### src/rtl/core/cmdtok_pkg.sv
// Package for the command line tokenizer.
// Holds byte codes, result kinds and the result record type; no dependencies.
package cmdtok_pkg;

   localparam logic [7:0] CHAR_BACKSLASH = 8'h5C;
   localparam logic [7:0] CHAR_SPACE     = 8'h20;
   localparam logic [7:0] CHAR_TAB       = 8'h09;
   localparam logic [7:0] CHAR_CR        = 8'h0D;
   localparam logic [7:0] CHAR_NEWLINE   = 8'h0A;
   localparam logic [7:0] CHAR_NUL       = 8'h00;

   localparam logic KIND_ARG_BYTE = 1'b0;
   localparam logic KIND_LINE_END = 1'b1;

   localparam int RSP_DATA_W = 24;

   typedef struct packed {
      logic       kind;
      logic [7:0] data_byte;
      logic       starts_argument;
      logic [4:0] arg_index;
      logic [5:0] arg_count;
      logic       last;
   } rsp_type;

endpackage

### src/rtl/core/command_line_tokenizer.sv
// Command line tokenizer top level: byte input stage, tokenizer logic, result queue.
// Depends on cmdtok_pkg.
//
// Usage:
//   req_* carries one console byte per request. A newline ends a line, a zero
//   byte is dropped. rsp_* carries argument bytes (tuser = 0) and line-end
//   events (tuser = 1); tlast marks the final result caused by one input byte.
//   A byte is registered on acceptance and decoded once the result queue has room,
//   which writes its zero, one or two results into a four-entry result queue.
//   Results are registered in the queue; rsp_tvalid shows a non-empty queue.
//   Throughput is one byte per cycle while the queue has room; a two-result
//   byte (a kept backslash, or a held backslash before newline) needs two transfers.
//   The decode stage fires only while the queue has two free entries, so a
//   stalled receiver backs up into req_tready after at most four results
//   plus the one byte in the input register.
//   Reset clears the queue, the input register and the line state (start of
//   a new line, no arguments seen). No clearing pass is needed.
module command_line_tokenizer #(
   parameter int MAX_ARGS = 32
) (
   input  logic        clock,
   input  logic        reset,
   input  logic        req_tvalid,
   output logic        req_tready,
   input  logic [7:0]  req_tdata,   // [7:0] input_byte
   output logic        rsp_tvalid,
   input  logic        rsp_tready,
   output logic [cmdtok_pkg::RSP_DATA_W-1:0] rsp_tdata, // [7:0] data_byte,
                                    // [8] starts_argument, [13:9] arg_index,
                                    // [19:14] arg_count, [23:20] zero
   output logic        rsp_tuser,   // [0] kind
   output logic        rsp_tlast    // last
);
   import cmdtok_pkg::*;

   localparam int CNT_NEED = $clog2(MAX_ARGS + 1);
   localparam int CNT_W    = (CNT_NEED > 6) ? CNT_NEED : 6;
   localparam logic [CNT_W-1:0] MAX_CNT = CNT_W'(MAX_ARGS);

   // input register
   logic       in_valid_ff, in_valid_in;
   logic [7:0] in_byte_ff, in_byte_in;

   // line state
   logic [7:0]       prev_ff, prev_in;
   logic [7:0]       pprev_ff, pprev_in;
   logic [CNT_W-1:0] args_ff, args_in;
   logic             held_ff, held_in;
   logic             held_starts_ff, held_starts_in;
   logic             stopped_ff, stopped_in;

   // result queue
   rsp_type    q_mem_ff [4];
   logic [1:0] q_wr_ff, q_wr_in;
   logic [1:0] q_rd_ff, q_rd_in;
   logic [2:0] q_cnt_ff, q_cnt_in;

   logic       fire, pop;
   logic [1:0] n_push;
   rsp_type    r0, r1;
   logic [7:0] b;
   logic       b_blank, b_sp_tab, prev_blank, fresh, lim, proceed;
   logic       held_eff, stopped_eff;
   logic [CNT_W-1:0] args_n, idx_full;

   assign fire       = in_valid_ff && (q_cnt_ff <= 3'd2);
   assign req_tready = !in_valid_ff || fire;
   assign pop        = rsp_tvalid && rsp_tready;

   assign rsp_tvalid = (q_cnt_ff != 3'd0);
   assign rsp_tuser  = q_mem_ff[q_rd_ff].kind;
   assign rsp_tlast  = q_mem_ff[q_rd_ff].last;
   assign rsp_tdata  = {4'd0, q_mem_ff[q_rd_ff].arg_count, q_mem_ff[q_rd_ff].arg_index,
                        q_mem_ff[q_rd_ff].starts_argument, q_mem_ff[q_rd_ff].data_byte};

   always_comb begin
      b          = in_byte_ff;
      b_sp_tab   = (b == CHAR_SPACE) || (b == CHAR_TAB);
      b_blank    = b_sp_tab || (b == CHAR_CR);
      prev_blank = (prev_ff == CHAR_SPACE) || (prev_ff == CHAR_TAB) || (prev_ff == CHAR_CR);
      lim        = (args_ff < MAX_CNT);
      fresh      = 1'b0;
      proceed    = 1'b1;

      in_valid_in    = req_tready ? req_tvalid : in_valid_ff;
      in_byte_in     = (req_tready && req_tvalid) ? req_tdata : in_byte_ff;
      prev_in        = prev_ff;
      pprev_in       = pprev_ff;
      args_in        = args_ff;
      held_in        = held_ff;
      held_starts_in = held_starts_ff;
      stopped_in     = stopped_ff;
      n_push         = 2'd0;
      r0             = '0;
      r1             = '0;
      args_n         = args_ff;
      held_eff       = held_ff;
      stopped_eff    = stopped_ff;
      idx_full       = args_ff - CNT_W'(1);

      if (fire && (b != CHAR_NUL)) begin
         if (b == CHAR_NEWLINE) begin
            r0.kind      = KIND_LINE_END;
            r0.arg_count = args_ff[5:0];
            r0.last      = 1'b1;
            if (held_ff) begin
               r1        = r0;
               r0        = '0;
               r0.kind   = KIND_ARG_BYTE;
               r0.data_byte       = CHAR_BACKSLASH;
               r0.starts_argument = held_starts_ff;
               r0.arg_index       = idx_full[4:0];
               n_push    = 2'd2;
            end else begin
               n_push    = 2'd1;
            end
            prev_in        = CHAR_SPACE;
            pprev_in       = CHAR_SPACE;
            args_in        = '0;
            held_in        = 1'b0;
            held_starts_in = 1'b0;
            stopped_in     = 1'b0;
         end else begin
            if (lim) begin
               if (b_blank && (prev_ff != CHAR_BACKSLASH)) begin
                  proceed = 1'b0;
               end else begin
                  fresh = prev_blank && (pprev_ff != CHAR_BACKSLASH);
                  if (fresh) begin
                     args_n      = args_ff + CNT_W'(1);
                     stopped_eff = 1'b0;
                     held_eff    = 1'b0;
                  end
               end
               pprev_in = prev_ff;
               prev_in  = b;
            end
            idx_full = args_n - CNT_W'(1);
            if (proceed && (args_n != '0)) begin
               args_in        = args_n;
               held_in        = held_eff;
               stopped_in     = stopped_eff;
               r0.kind        = KIND_ARG_BYTE;
               r0.arg_index   = idx_full[4:0];
               r1.kind        = KIND_ARG_BYTE;
               r1.arg_index   = idx_full[4:0];
               if (held_eff) begin
                  held_in        = 1'b0;
                  held_starts_in = 1'b0;
                  r0.starts_argument = held_starts_ff;
                  if (b_sp_tab) begin
                     r0.data_byte = b;
                     r0.last      = 1'b1;
                     n_push       = 2'd1;
                  end else begin
                     r0.data_byte = CHAR_BACKSLASH;
                     r1.data_byte = b;
                     r1.last      = 1'b1;
                     stopped_in   = 1'b1;
                     n_push       = 2'd2;
                  end
               end else if (!stopped_eff && (b == CHAR_BACKSLASH)) begin
                  held_in        = 1'b1;
                  held_starts_in = fresh;
               end else begin
                  r0.data_byte       = b;
                  r0.starts_argument = fresh;
                  r0.last            = 1'b1;
                  n_push             = 2'd1;
               end
            end else if (proceed) begin
               args_in = args_n;
            end
         end
      end

      q_wr_in  = q_wr_ff + n_push;
      q_rd_in  = q_rd_ff + {1'b0, pop};
      q_cnt_in = q_cnt_ff + {1'b0, n_push} - {2'b00, pop};
   end

   always_ff @(posedge clock) begin
      if (reset) begin
         in_valid_ff    <= 1'b0;
         prev_ff        <= CHAR_SPACE;
         pprev_ff       <= CHAR_SPACE;
         args_ff        <= '0;
         held_ff        <= 1'b0;
         held_starts_ff <= 1'b0;
         stopped_ff     <= 1'b0;
         q_wr_ff        <= 2'd0;
         q_rd_ff        <= 2'd0;
         q_cnt_ff       <= 3'd0;
      end else begin
         in_valid_ff    <= in_valid_in;
         prev_ff        <= prev_in;
         pprev_ff       <= pprev_in;
         args_ff        <= args_in;
         held_ff        <= held_in;
         held_starts_ff <= held_starts_in;
         stopped_ff     <= stopped_in;
         q_wr_ff        <= q_wr_in;
         q_rd_ff        <= q_rd_in;
         q_cnt_ff       <= q_cnt_in;
      end
   end

   always_ff @(posedge clock) begin
      in_byte_ff <= in_byte_in;
      if (n_push != 2'd0) begin
         q_mem_ff[q_wr_ff] <= r0;
      end
      if (n_push == 2'd2) begin
         q_mem_ff[q_wr_ff + 2'd1] <= r1;
      end
   end

endmodule

### config.mk
export PLATFORM = sky130hd
export DESIGN_NAME = command_line_tokenizer
export DESIGN_NICKNAME = d
export VERILOG_FILES = /design/src/rtl/core/cmdtok_pkg.sv /design/src/rtl/core/command_line_tokenizer.sv
export SDC_FILE = /design/constraint.sdc
export NUM_CORES = 1
export LEC_CHECK = 0
export BUFFER_PORTS_ARGS = -buffer_cell sky130_fd_sc_hd__buf_2
export CAP_MARGIN = 40
export CELL_PAD_IN_SITES_DETAIL_PLACEMENT = 0
export CELL_PAD_IN_SITES_GLOBAL_PLACEMENT = 2
export CORE_MARGIN = 3
export CORE_UTILIZATION = 38
export CTS_BUF_LIST = sky130_fd_sc_hd__clkbuf_16
export CTS_CLUSTER_DIAMETER = 30
export DETAILED_ROUTE_END_ITERATION = 10
export PLACE_DENSITY_LB_ADDON = 0.1
export SYNTH_ARGS = -nofsm -noshare
export SYNTH_HDL_FRONTEND = slang
export SYNTH_SLANG_ARGS = --single-unit
export TNS_END_PERCENT = 5
### constraint.sdc
create_clock -name clock -period 5.15 [get_ports clock]
set_input_delay 1.2875 -clock clock [delete_from_list [all_inputs] [get_ports clock]]
set_output_delay 1.2875 -clock clock [all_outputs]
set_load 0.05 [all_outputs]
==> results.cfg <==
[power_and_ir_drop]
seq_power_share_pct = 35.2
p_clk_share_pct = 34.1
p_int_uw = 2389
leakage_uw = 0.002620
p_per_area_nw_per_um2 = 486.2
vdd_drop_max_uv = 246.6
p_switching_uw = 1220
sw_frac_of_total_pct = 33.80
combPwrFrac_pct = 30.7

[placement]
place_area_sq_um = 6827
gp_congestion = 0.8114
dp_hpwl_um = 10590
port_buffers = 35
pre_cts_ws_ps = 384.6

[floorplan]
die_h_um = 135.2
die_w_um = 135.2
initial_core_util_pct = 39.38
dieArea_sq_um = 18290
rows = 46
io-pin-count = 40
core_sq_um = 16120

[global_route]
grt_pass1_vias = 4395
overflow = 0
grt.total_usage_pct = 17.75
antenna_found_initial = 0
grt_pass1_wl_um = 24610
grt_max_degree = 32

[clocking]
cts-resized-gates = 0
htree_levels = 4
cts_sinks = 129
clock_latency_ps = 420
path_clk_slew_ps = 50
postCtsSetupBuffers = 0
postCtsHoldBufs = 0
clockRootBuffer = clkbuf_16
cts_buffer_depth = 2
cts_tree = built
cts_inserted_buffers = 17

[synthesis]
ys_seq_area_share_pct = 55.84
synthArstFlopShare_pct = 0
ys_warn_count = 0
ys.flop_type = edfxtp_1
synth_seq_cells = 129
synthTopCellsByArea = edfxtp_1 (45%), dfxtp_1 (10%), mux4_2 (7.8%), nor2_1 (2.8%), and2_1 (2.7%)
synth_top_area_share_pct = 45.43
synth-edff-count = 96
synth_area_sq_um = 6346
syn_inst = 522
synth_area_leader_cell = edfxtp_1
synth_cell_types = 66
synth_area_per_cell_sq_um = 12.16

[worst_setup_path]
crit_fanout = 18
crit_chain = or4b_4 > o221a_4 > nor4_4 > mux2i_1 > ha_1 > o211ai_1 > or4_4 > o21ai_4 > a21oi_2 > a21boi_2 > buf_4 > ha_1 > fa_1 > xnor2_1 > xnor2_1 > nor2_1
ff2ff_setup_slack_ps = 370
crit_family = simple AND/OR/NAND/NOR gates
cp-start-kind = flip-flop
slowest_stage = or4b_4
crit_arrival_ps = 5060
criticalPathCategory = reg2reg
max_stage_delay_ps = 550
cp.required_ps = 5430
cp-end-kind = flip-flop
critPathBufInv = 1

[timing]
setup_viol = 0
fin_skew_ps = 12.48
holdWs_ps = 499.1
finalSetupTns_ps = 0
hold_viol_final = 0
fin_ws_ps = 370.6
period_needed_ps = 4779
slew_headroom_pct = 41.78
tightest_slew_ps = 866.6
fmax_mhz = 209.2
maxSlewViolCount = 0
rsz0062_at_grt = false
fin_crit_sh_pct = 92.80

[detailed_routing]
ant_nets = 0
num_vias = 4269
drt_first_pass_iters = 4
drc = 0
drt-total-wl_um = 15340
drt_iter0_markers = 206
vias_per_cell = 5.370
wire_per_inst_um = 19.29

[layout]
area_delta_synth_final_pct = 16.96
drive_above_1_share_pct = 22.80
fillers = 1514
finalNetCount = 590
antenna_cells = 0
final_area_sq_um = 7422

[flow_run]
cap_viol_max_count = 0

[min_path]
min_path_type = reg2reg

[status]
status = completed
path summary, 6_finish.rpt:
| kind | cells after the start | end | from |
|---|---|---|---|
| max | 16 | q_cnt_ff[2] | prev_ff[1] |
| min | 2 | prev_ff[7] | prev_ff[7] |
| max reg2reg | 16 | q_cnt_ff[2] | prev_ff[1] |
| min reg2reg | 2 | prev_ff[7] | prev_ff[7] |
cell families after synthesis:
logic type | synth area share [%]
AOI/OAI and AO/OA | 13.13
xor gates and xnor gates | 2.070
adders and majority gates | 2.090
buffers and inverters | 2.898
DFF | 55.84
muxes | 8.281
other | 0.05909
and+or+nand+nor | 15.63
Yosys cell counts (2+ instances only):
| cell type | number |
|---|---|
| nand4b_1 | 2 |
| ha_1 | 9 |
| edfxtp_1 | 96 |
| clkbuf_1 | 16 |
| mux4_2 | 22 |
| a2bb2oi_1 | 4 |
| or3_1 | 9 |
| nand3_1 | 13 |
| and3b_1 | 2 |
| a31oi_1 | 3 |
| and3_1 | 4 |
| a21oi_2 | 7 |
| xnor2_1 | 9 |
| nor3_1 | 7 |
| mux2i_1 | 3 |
| o21ai_1 | 4 |
| buf_2 | 3 |
| a22oi_1 | 14 |
| or3b_4 | 3 |
| xor2_1 | 6 |
| nand2_1 | 30 |
| nor2b_1 | 6 |
| o21ai_2 | 3 |
| nand4_1 | 3 |
| a21o_1 | 4 |
| inv_1 | 12 |
| nand3b_1 | 3 |
| a21oi_1 | 23 |
| o22ai_1 | 12 |
| and2_1 | 27 |
| o21ai_0 | 29 |
| nand2b_1 | 5 |
| or2_2 | 3 |
| o41ai_2 | 2 |
| buf_4 | 5 |
| nor4_1 | 6 |
| nor2_1 | 47 |
| dfxtp_1 | 33 |
| nor4b_1 | 2 |
| buf_1 | 4 |
| o21bai_1 | 2 |
power by group through the flow:
stage | combinational [uW] | clock [uW] | sequential, uW
floorplan | 881 | 0 | 1270
global placement | 1120 | 0 | 1290
detailed placement | 1120 | 0 | 1290
CTS | 1120 | 1260 | 1270
global route | 1200 | 1310 | 1280
finish | 1110 | 1230 | 1270
layout by cell type (no fill, tap or decap), types with 4 or more instances in the layout:
cell type	synthesis	routed
a21o_1	4	4
a21oi_1	23	23
a21oi_2	7	7
a22oi_1	14	14
a2bb2oi_1	4	4
and2_1	27	27
and3_1	4	4
buf_2	3	35
buf_4	5	17
bufinv_16	0	4
clkbuf_16	0	17
conb_1	1	4
dfxtp_1	33	33
edfxtp_1	96	96
ha_1	9	9
inv_1	12	14
mux4_2	22	22
nand2_1	30	30
nand2b_1	5	5
nand3_1	13	13
nor2_1	47	47
nor2b_1	6	6
nor3_1	7	7
nor4_1	6	6
o21ai_0	29	27
o21ai_1	4	4
o21ai_2	3	5
o22ai_1	12	10
or3_1	9	9
xnor2_1	9	9
xor2_1	6	6
state kept, by name, summed over array words and instances (netlist names):
signal          count
q_rd_ff             2
held_starts_ff      1
q_wr_ff             2
q_cnt_ff            3
q_mem_ff           88
pprev_ff            8
prev_ff             8
b                   8
args_ff             6
held_ff             1
stopped_ff          1
in_valid_ff         1
layout make-up:
cell class	count	area [sq um]	share of cell area (%)
Clock inverter	13	170.2	2.293
Sequential cell	129	3543	47.74
Clock buffer	17	425.4	5.732
Multi-Input combinational cell	355	2650	35.70
Timing Repair Buffer	53	317.8	4.282
Tap cell	216	270.3	3.641
Inverter	12	45.04	0.6069
tightest hold or removal path, stage by stage, from the launching register on:
cell     delay [ps]
dfxtp_1         340
nand2_1          60
a21oi_1          50
per-stage QoR:
step                      util (%)  power (uW)  std cells
after global routing         46.06        3789        795
after CTS                    46.06        3649        795
after detailed placement     42.36        2409        765
final                        46.06        3609        795
after floorplan                  -        2154        525
after global placement       42.27        2404        764
routing by layer:
layer	wire [um]	global-route usage [%]	part of all wire [%]
met1	7318	23.91	48
met2	7251	28.32	47
met3	487	4.160	3.2
met4	281	6.103	1.8
met5	0	0	0
(Power assumes the default switching activity.)
